--- config.mk ---
export PLATFORM = sky130hd
export DESIGN_NAME = emb_sgd_ctrl
export DESIGN_NICKNAME = d
export VERILOG_FILES = /design/src/sv/emb_sgd_pkg.sv /design/src/sv/emb_sgd_ctrl.sv
export SDC_FILE = /design/constraint.sdc
export NUM_CORES = 1
export LEC_CHECK = 0
export BUFFER_PORTS_ARGS = -buffer_cell sky130_fd_sc_hd__buf_2
export CAP_MARGIN = 20
export CORE_AREA = 4 4 41 43
export DETAILED_ROUTE_END_ITERATION = 10
export DIE_AREA = 0 0 45 47
export PLACE_DENSITY = 0.59
export SLEW_MARGIN = 20
export SYNTH_ARGS = -nofsm -noshare
export SYNTH_HDL_FRONTEND = slang
export SYNTH_SLANG_ARGS = --single-unit
--- constraint.sdc ---
create_clock -name clk -period 2 [get_ports clk]
set_clock_uncertainty 0.1 [all_clocks]
set_input_delay 0.2 -clock clk [delete_from_list [all_inputs] [get_ports clk]]
set_output_delay 0.2 -clock clk [all_outputs]
set_load 0.01 [all_outputs]
--- src/sv/emb_sgd_pkg.sv ---
// package: shared codes and control/status types for the embedding sgd update block
`default_nettype none
package emb_sgd_pkg;

	typedef enum logic [1:0] {
		MODE_LOAD   = 2'd0,
		MODE_UPDATE = 2'd1,
		MODE_READ   = 2'd2
	} mode_t;

	typedef enum logic {
		TBL_USER = 1'b0,
		TBL_ITEM = 1'b1
	} table_t;

	typedef enum logic [0:0] {
		REG_STEP_SIZE      = 1'b0,
		REG_MOMENTUM_COEFF = 1'b1
	} cfg_reg_t;

	localparam logic [4:0] USER_SKIP_ELEM = 5'd0;
	localparam logic [4:0] ITEM_SKIP_ELEM = 5'd1;

	typedef struct packed {
		logic clear;
		logic capture;
		logic addr_load;
		logic mem_read;
		logic vel_mul;
		logic vel_sum;
		logic emb_mul;
		logic commit;
	} ctrl_cmd_t;

	typedef struct packed {
		logic clear_last;
		logic out_busy;
	} dp_sts_t;

endpackage
`default_nettype wire

--- src/sv/emb_sgd_ctrl.sv ---
// controller: state machine sequencing the clearing pass and each element update
`default_nettype none
module emb_sgd_ctrl (
	input  wire logic                   clk,
	input  wire logic                   arst_n,
	input  wire logic                   in_valid,
	output logic                        in_stall,
	input  wire emb_sgd_pkg::dp_sts_t   sts,
	output emb_sgd_pkg::ctrl_cmd_t      cmd
);
	import emb_sgd_pkg::*;

	typedef enum logic [7:0] {
		ST_CLEAR = 8'b0000_0001,
		ST_IDLE  = 8'b0000_0010,
		ST_ADDR  = 8'b0000_0100,
		ST_READ  = 8'b0000_1000,
		ST_VMUL  = 8'b0001_0000,
		ST_VSUM  = 8'b0010_0000,
		ST_EMUL  = 8'b0100_0000,
		ST_DONE  = 8'b1000_0000
	} state_t;

	state_t state_q;
	state_t state_d;

	assign in_stall = (state_q != ST_IDLE);

	always_comb begin
		state_d = state_q;
		cmd     = '0;
		case (state_q)
			ST_CLEAR: begin
				cmd.clear = 1'b1;
				if (sts.clear_last) begin
					state_d = ST_IDLE;
				end
			end
			ST_IDLE: begin
				if (in_valid) begin
					cmd.capture = 1'b1;
					state_d     = ST_ADDR;
				end
			end
			ST_ADDR: begin
				cmd.addr_load = 1'b1;
				state_d       = ST_READ;
			end
			ST_READ: begin
				cmd.mem_read = 1'b1;
				state_d      = ST_VMUL;
			end
			ST_VMUL: begin
				cmd.vel_mul = 1'b1;
				state_d     = ST_VSUM;
			end
			ST_VSUM: begin
				cmd.vel_sum = 1'b1;
				state_d     = ST_EMUL;
			end
			ST_EMUL: begin
				cmd.emb_mul = 1'b1;
				state_d     = ST_DONE;
			end
			ST_DONE: begin
				if (!sts.out_busy) begin
					cmd.commit = 1'b1;
					state_d    = ST_IDLE;
				end
			end
			default: begin
				state_d = ST_IDLE;
			end
		endcase
	end

	always_ff @(posedge clk or negedge arst_n) begin
		if (!arst_n) begin
			state_q <= ST_CLEAR;
		end else begin
			state_q <= state_d;
		end
	end

`ifndef SYNTHESIS
	a_accept_starts_item: assert property (@(posedge clk) disable iff (!arst_n)
		(in_valid && !in_stall) |=> (state_q == ST_ADDR))
		else $error("accepted beat did not start the address step");

	a_clear_ends_idle: assert property (@(posedge clk) disable iff (!arst_n)
		(state_q == ST_CLEAR && sts.clear_last) |=> (state_q == ST_IDLE))
		else $error("clearing pass did not end in idle");

	a_commit_then_idle: assert property (@(posedge clk) disable iff (!arst_n)
		cmd.commit |=> (state_q == ST_IDLE && !$past(sts.out_busy)))
		else $error("result committed over a stalled beat");
`endif

endmodule
`default_nettype wire

Word level (Yosys, flattened, before mapping)
Index checks and enable logic that the tools add are counted.
- multiplexer cells: 14
- reduce and logical (&&, ||, !) cells: 1
- equality and inequality tests: 12
- operators by type and width (operator ; count):
    $pmux 8 s8 ; 1
    $mux 8 ; 3
    $mux 1 ; 10
    $eq 8x1->1 const B ; 1
    $eq 8x2->1 const B ; 1
    $eq 8x3->1 const B ; 1
    $eq 8x4->1 const B ; 1
    $eq 8x5->1 const B ; 1
    $eq 8x6->1 const B ; 1
    $eq 8x7->1 const B ; 1
    $eq 8x8->1 const B ; 1
    $ne 8x2->1 const B ; 1
    $ne 2x2->1 const B ; 3
    $reduce_and 3->1 ; 1
- word-level logic and storage cells: 28
- flip-flop bits (word level): 8
- output and inout bits: 9

Longest topological paths before layout
Gate-level depths: netlist of the first run.
- depth in word-level cells: 3
- depth in mapped cells: 6
- depth with buffers taken out: 4

Least setup slack after synthesis of the first run
Ideal clock, no wire load.
- path type: reg-to-output
- from: register state_q[5]
- to: output port cmd[6] in the netlist's numbering
- buffers on the path: 1
- arrival time: 1.565 ns
- slack: 0.135 ns
- cell stages (with the launch flop): 6
- data required time: 1.700 ns
- cells stage by stage: dfrtp_1 buf_6 nor4_4 nand2b_2 or4b_4 nor2_1
- RTL lines (element ; RTL line ; source):
    start: declaration ; emb_sgd_ctrl.sv:24 ; state_t state_q;
    start signal: assignment ; emb_sgd_ctrl.sv:81 ; state_q <= state_d;
    end: declaration ; emb_sgd_ctrl.sv:9 ; output emb_sgd_pkg::ctrl_cmd_t cmd

==> flow_metrics.tcl, run 1 <==
set metrics [dict create \
    run_status "finished with violations" \
    violations "negative setup slack" \
    worstHoldPathCells 2 \
    floorplan.rows 13 \
    antenna_found_initial 0 \
    setup.worst_path.class "reg -> out" \
    port-buffer-count 13 \
    mapped_nets 54 \
    worstHoldPathType "in -> reg" \
    grt_setup_unrepaired "yes" \
    syn2layout_area_growth_pct 46.49 \
    syn-cell-area_sq_um 481.7 \
    area_of_the_core_sq_um 1301 \
    drt-wirelength-per-cell_um 13.06 \
    switchingPower_mw 0.3092 \
    fmaxAchievable_mhz 467.9 \
    worst_r2r_path_depth 5 \
    period_minus_ws_final_ns 2.137 \
    worstPathRequired_ns 1.70 \
    synth_seq_cells 8 \
    endpoint_of_the_worst_hold_path "state_q[1]" \
    setup_viol 2 \
    initial_cell_density_of_the_core_pct 37.02 \
    crit_fanout 3 \
    num_antenna_cells 0 \
    post_route_cells_drive_above_1_share_pct 53.33 \
    maxCapViolations 0 \
    regToRegSetupSlack_ns 0.16 \
    detailedRoute.firstPassIterationCount 4 \
    drt_iter0_markers 13 \
    tritoncts_clock_tree "built" \
    place_area_sq_um 575.6 \
    vdd_drop_max_v 0.0007462 \
    postRouteWirelength_um 1175 \
    layout_setup_ws_ns -0.1372 \
    p_comb_share_pct 57.4 \
    drc_errors 0 \
    power.share.sequential_pct 26.6 \
    clk_transition_reported_paths_ns 0.05 \
    most-common-layout-cells "sky130_fd_sc_hd__buf_2 (12), sky130_fd_sc_hd__buf_4 (12), sky130_fd_sc_hd__nor2_1 (5), sky130_fd_sc_hd__dfrtp_1 (5)" \
    design.die.area_sq_um 2115 \
    clock_tree.buffer_depth 2 \
    timing.critical_path.buf_inv 1 \
    grt_start_max_net_pins 10 \
    report.final.hold_viol_count 0 \
    yosys.cell_types.count 29 \
    detailedPlacementHpwl_um 830.4 \
    nFillCells 138 \
    ys.warnings.count 0 \
    max_slew.worst_pin.slew_ns 0.2463 \
    grt_use_total_pct 12.69 \
    clock-sinks 8 \
    ctsRootBufferMaster "sky130_fd_sc_hd__clkbuf_4" \
    power.share.switching_pct 36.34 \
    grt_pass1_vias 399 \
    power.density_nw_per_um2 1206 \
    largest_register "state_q" \
    largest_registers "state_q (8)" \
    leakage_nw 0.3355 \
    io_pins 14 \
    worst_setup_path_start_kind "flip-flop" \
    timing.critical_path.to_type "primary output" \
    layout.cell_area.non_filler_sq_um 705.7 \
    cts.htree.levels 1 \
    cp_slowest_cell "sky130_fd_sc_hd__or4b_4" \
    grt_overflow_total 0 \
    number_of_clock_buffers_inserted_by_tritoncts 3 \
    nNetsFinal 81 \
    routed_via_density 4.989 \
    share_of_the_clock_period_used_by_the_worst_path_pct 106.9 \
    floorplan.die.height_um 47 \
    number_of_nets_with_antenna_violations_after_routing 0 \
    worst_r2r_startpoint "state_q[3]" \
    route.vias.total 449 \
    fin_tns_setup_ns -0.1923 \
    width_of_the_die_um 45 \
    report.final.slew_viol_count 0 \
    critical-path-top-delay-family "simple AND/OR/NAND/NOR gates" \
    critical-path-max-stage-delay_ns 0.54 \
    fraction_of_the_yosys_area_taken_by_sequential_cells_pct 41.82 \
    gp_congestion 0.7279 \
    internal_mw 0.5417 \
    hold_start "in_valid" \
    syn_inst 49 \
    pwr-share-clk_pct 16.0 \
    syn_area_per_cell_sq_um 9.831 \
    critical_path.cell_chain "nor4_4 -> nand2b_2 -> or4b_4 -> nor2_1 -> buf_2" \
    grt_first_pass_wirelength_um 1807 \
    clk_latency_ns 0.26 \
    reg2reg_to "state_q[1]" \
    crit_path_dat_ns 1.84 \
    largest_reg_flops 8 \
    worst_relative_slew_slack_pct 83.45 \
]
## worst max-delay path by stage
stage	start	endpoint	cells after the start
2_1_floorplan	state_q[5]	cmd[6]	5
3_3_place_gp	state_q[2]	cmd[6]	5
3_5_place_dp	state_q[2]	cmd[6]	5
4_1_cts	state_q[3]	cmd[6]	5
5_1_grt	state_q[3]	cmd[6]	5
6_report	state_q[3]	cmd[6]	5
## final cells by class
type                            count  area [sq um]  share of cell area, %
Clock buffer                        4         26.28                  3.723
Inverter                            2         7.507                  1.064
Multi-Input combinational cell     34         267.8                  37.94
Sequential cell                     8         203.9                  28.90
Tap cell                           15         18.77                  2.660
Timing Repair Buffer               27         181.4                  25.71
## cells by family after synthesis
kind of cell	share of synthesized area (%)
AOI/OAI and AO/OA	8.831
xor gates and xnor gates	3.637
buffers and inverters	8.829
DFF	41.82
and+or+nand+nor	36.89
## power groups by stage
stage | sequential, mW | clock (mW) | combinational, mW
final | 0.227 | 0.136 | 0.488
after global routing | 0.229 | 0.152 | 0.532
after floorplan | 0.214 | 0 | 0.251
after CTS | 0.225 | 0.142 | 0.431
after detailed placement | 0.224 | 0 | 0.368
after global placement | 0.223 | 0 | 0.365
## synthesized netlist by cell type
| cell | number | area share (%) |
|---|---|---|
| sky130_fd_sc_hd__clkbuf_1 | 1 | 0.78 |
| sky130_fd_sc_hd__o32ai_1 | 1 | 1.8 |
| sky130_fd_sc_hd__nor3_1 | 2 | 2.1 |
| sky130_fd_sc_hd__and3_1 | 1 | 1.3 |
| sky130_fd_sc_hd__nor2_1 | 5 | 3.9 |
| sky130_fd_sc_hd__or3_1 | 1 | 1.3 |
| sky130_fd_sc_hd__nand2b_1 | 3 | 3.9 |
| sky130_fd_sc_hd__dfstp_2 | 1 | 5.5 |
| sky130_fd_sc_hd__a211oi_1 | 1 | 1.6 |
| sky130_fd_sc_hd__buf_4 | 2 | 3.1 |
| sky130_fd_sc_hd__nor4_1 | 3 | 3.9 |
| sky130_fd_sc_hd__nand3b_1 | 1 | 1.6 |
| sky130_fd_sc_hd__o21ai_0 | 1 | 1.0 |
| sky130_fd_sc_hd__nor4_4 | 1 | 4.4 |
| sky130_fd_sc_hd__or4_1 | 1 | 1.6 |
| sky130_fd_sc_hd__nor3b_1 | 4 | 6.2 |
| sky130_fd_sc_hd__o211ai_1 | 1 | 1.6 |
| sky130_fd_sc_hd__dfrtp_1 | 7 | 36 |
| sky130_fd_sc_hd__nand2_1 | 1 | 0.78 |
| sky130_fd_sc_hd__nand2b_2 | 1 | 1.8 |
| sky130_fd_sc_hd__inv_1 | 2 | 1.6 |
| sky130_fd_sc_hd__a21oi_1 | 1 | 1.0 |
| sky130_fd_sc_hd__nor2b_1 | 1 | 1.3 |
| sky130_fd_sc_hd__xor2_1 | 1 | 1.8 |
| sky130_fd_sc_hd__or4b_4 | 1 | 2.9 |
| sky130_fd_sc_hd__buf_2 | 1 | 1.0 |
| sky130_fd_sc_hd__buf_6 | 1 | 2.3 |
| sky130_fd_sc_hd__o22a_1 | 1 | 1.8 |
| sky130_fd_sc_hd__xnor2_1 | 1 | 1.8 |
## layer usage
| layer | share of wire [%] | track usage [%] |
|---|---|---|
| met3 | 5.3 | 6.897 |
| met4 | 2.0 | 7.018 |
| met2 | 46 | 19.21 |
| met1 | 47 | 14.29 |
| met5 | 0 | 0 |
## through the flow
step	hold slack [ns]	utilization, %	power (mW)	setup slack, ns	instances
finish	0.04420	54.23	0.8509	-0.1372	90
global route	0.05729	54.23	0.9138	-0.2208	90
CTS	0.04127	50.38	0.7984	-0.1461	86
detailed placement	-0.05128	44.23	0.5926	0.09929	78
global placement	-0.05220	44.23	0.5875	0.1521	78
floorplan	-0.1956	-	0.4648	0.1348	49
## repair_timing
item / CTS / global route
hold buffers: 2 / 0
pin swaps: 1 / 2
resized for setup: 5 / 4
hold endpoints to repair: 9 / 0
endpoints found under the setup margin: 4 / 4
setup buffers: 2 / 4
(Power assumes the default switching activity.)
==> run 2: changes to the inputs <==
--- a/config.mk
+++ b/config.mk
@@ -7,10 +7,12 @@
 export LEC_CHECK = 0
 export BUFFER_PORTS_ARGS = -buffer_cell sky130_fd_sc_hd__buf_2
 export CAP_MARGIN = 20
-export CORE_AREA = 4 4 41 43
+export CELL_PAD_IN_SITES_DETAIL_PLACEMENT = 1
+export CELL_PAD_IN_SITES_GLOBAL_PLACEMENT = 1
+export CORE_MARGIN = 4
+export CORE_UTILIZATION = 35
 export DETAILED_ROUTE_END_ITERATION = 10
-export DIE_AREA = 0 0 45 47
-export PLACE_DENSITY = 0.59
+export PLACE_DENSITY = 0.73
 export SLEW_MARGIN = 20
 export SYNTH_ARGS = -nofsm -noshare
 export SYNTH_HDL_FRONTEND = slang
==> run 2 against run 1 <==
Sequential power about the same. Via count decreased by 2.2%. Register-to-register slack improved by 0.09 ns. Count of clock-buffer cells in the layout unchanged. The flow still finishes with violations (negative setup slack). Largest power group unchanged. Global-route usage increased by 1.1 points. Non-clock buffer count decreased by 2. Largest cell class unchanged.
==> flow_metrics.tcl, run 2 (synthesized netlist as in run 1, its figures left out) <==
set metrics [dict create \
    cp_slowest_cell "sky130_fd_sc_hd__or4b_4" \
    worstPathRequired_ns 1.70 \
    reg2reg_to "state_q[1]" \
    antenna_found_initial 0 \
    final_cells 88 \
    grt_use_total_pct 13.77 \
    layout.cells.most_common "sky130_fd_sc_hd__buf_2" \
    grt_start_max_net_pins 10 \
    report.final.hold_viol_count 0 \
    place_area_sq_um 583.1 \
    detailedRoute.firstPassIterationCount 2 \
    largest_reg_flops 8 \
    number_of_nets_with_antenna_violations_after_routing 0 \
    clock-sinks 8 \
    grt_setup_unrepaired "yes" \
    routed_via_density 4.989 \
    crit_path_dat_ns 1.90 \
    regToRegSetupSlack_ns 0.25 \
    timing.critical_path.to_type "primary output" \
    gp_congestion 0.7808 \
    post_route_cells_drive_above_1_share_pct 47.95 \
    detailedPlacementHpwl_um 860.1 \
    critical-path-top-delay-family "simple AND/OR/NAND/NOR gates" \
    worst_r2r_startpoint "state_q[2]" \
    clk_latency_ns 0.26 \
    period_minus_ws_final_ns 2.197 \
    clock_tree.buffer_depth 2 \
    hold_start "in_valid" \
    power.density_nw_per_um2 1182 \
    grt_first_pass_wirelength_um 1959 \
    grt_pass1_vias 456 \
    crit_fanout 5 \
    worst_r2r_path_depth 4 \
    io_pins 14 \
    largest_register "state_q" \
    worst_setup_path_start_kind "flip-flop" \
    fmaxAchievable_mhz 455.2 \
    initial_cell_density_of_the_core_pct 37.02 \
    max_slew.worst_pin.slew_ns 0.3107 \
    drt-wirelength-per-cell_um 13.45 \
    nNetsFinal 79 \
    violations "negative setup slack" \
    drc_errors 0 \
    layout_setup_ws_ns -0.1967 \
    report.final.slew_viol_count 0 \
    setup_viol 2 \
    most-common-layout-cells "sky130_fd_sc_hd__buf_2 (13), sky130_fd_sc_hd__buf_4 (10), sky130_fd_sc_hd__dfrtp_1 (6)" \
    clk_transition_reported_paths_ns 0.05 \
    number_of_clock_buffers_inserted_by_tritoncts 3 \
    timing.critical_path.buf_inv 1 \
    worstHoldPathType "in -> reg" \
    tritoncts_clock_tree "built" \
    leakage_nw 0.3198 \
    maxCapViolations 0 \
    floorplan.die.height_um 45.10 \
    share_of_the_clock_period_used_by_the_worst_path_pct 109.8 \
    port-buffer-count 13 \
    largest_registers "state_q (8)" \
    ctsRootBufferMaster "sky130_fd_sc_hd__clkbuf_4" \
    postRouteWirelength_um 1184 \
    syn2layout_area_growth_pct 40.00 \
    num_antenna_cells 0 \
    layout.cell_area.non_filler_sq_um 674.4 \
    drt_iter0_markers 1 \
    worstHoldPathCells 2 \
    width_of_the_die_um 45.10 \
    setup.worst_path.class "reg -> out" \
    run_status "finished with violations" \
    critical-path-max-stage-delay_ns 0.51 \
    grt_overflow_total 0 \
    placed_cells 79 \
    critical_path.cell_chain "nor4_4 -> nand2b_2 -> or4b_4 -> nor2_1 -> buf_2" \
    vdd_drop_max_v 0.0006977 \
    floorplan.rows 13 \
    cts.htree.levels 1 \
    route.vias.total 439 \
    design.die.area_sq_um 2034 \
    area_of_the_core_sq_um 1301 \
    worst_relative_slew_slack_pct 79.13 \
    endpoint_of_the_worst_hold_path "state_q[1]" \
]
-- run 2: cell types whose count changed in the layout (fill, tap and decap cells not counted), sizes merged --
| cell | before | now |
|---|---|---|
| buf | 25 | 23 |
-- run 2: cell type report --
class / instances / area [sq um]
fillers: 167 / 626.9
multi-input cells: 34 / 259.0
flip-flops and latches: 8 / 202.7
repair buffers: 25 / 160.2
clock buffers: 4 / 26.28
well taps: 15 / 18.77
inverters: 2 / 7.507
-- run 2: power by group --
| group | internal, mW | switching (mW) | total (mW) |
|---|---|---|---|
| sequential | 0.192 | 0.0327 | 0.225 |
| clock | 0.0763 | 0.0555 | 0.132 |
| combinational | 0.229 | 0.211 | 0.440 |
| total | 0.498 | 0.299 | 0.797 |
-- run 2: worst max path at each step --
stage / end / slack [ns] / from / depth (start not counted)
global placement: cmd[6] / 0.14 / state_q[2] / 5
CTS: cmd[6] / -0.11 / state_q[3] / 5
floorplan: cmd[6] / 0.13 / state_q[5] / 5
finish: cmd[6] / -0.20 / state_q[2] / 5
detailed placement: cmd[6] / 0.1 / state_q[2] / 5
global route: cmd[6] / -0.30 / state_q[2] / 5
-- run 2: per-stage QoR --
stage	setup TNS [ns]	util [%]	hold slack [ns]	worst slack [ns]	power (mW)
2_1_floorplan	0	-	-0.1956	0.1348	0.4648
3_3_place_gp	0	44.81	-0.05110	0.1416	0.5856
3_5_place_dp	0	44.81	-0.04782	0.09734	0.5933
4_1_cts	-0.1584	49.90	0.03559	-0.1111	0.7561
5_1_grt	-0.7437	51.83	0.02273	-0.2985	0.8661
6_report	-0.3266	51.83	0.04120	-0.1967	0.7970
-- run 2: timing repair --
item	in CTS	in global routing
resized for setup	3	2
pin swaps	3	3
buffers inserted	1	3
endpoints found under the setup margin	4	6
hold buffers	2	0
endpoints found under the hold margin	9	0
-- run 2: metal layers --
| layer | global-route usage [%] | vias to the layer above | share of wire [%] |
|---|---|---|---|
| met1 | 17.16 | 206 | 45 |
| li1 | - | 223 | - |
| met4 | 1.754 | 0 | 0 |
| met3 | 7.171 | 0 | 4.2 |
| met2 | 21.75 | 10 | 51 |
| met5 | 0 | - | 0 |
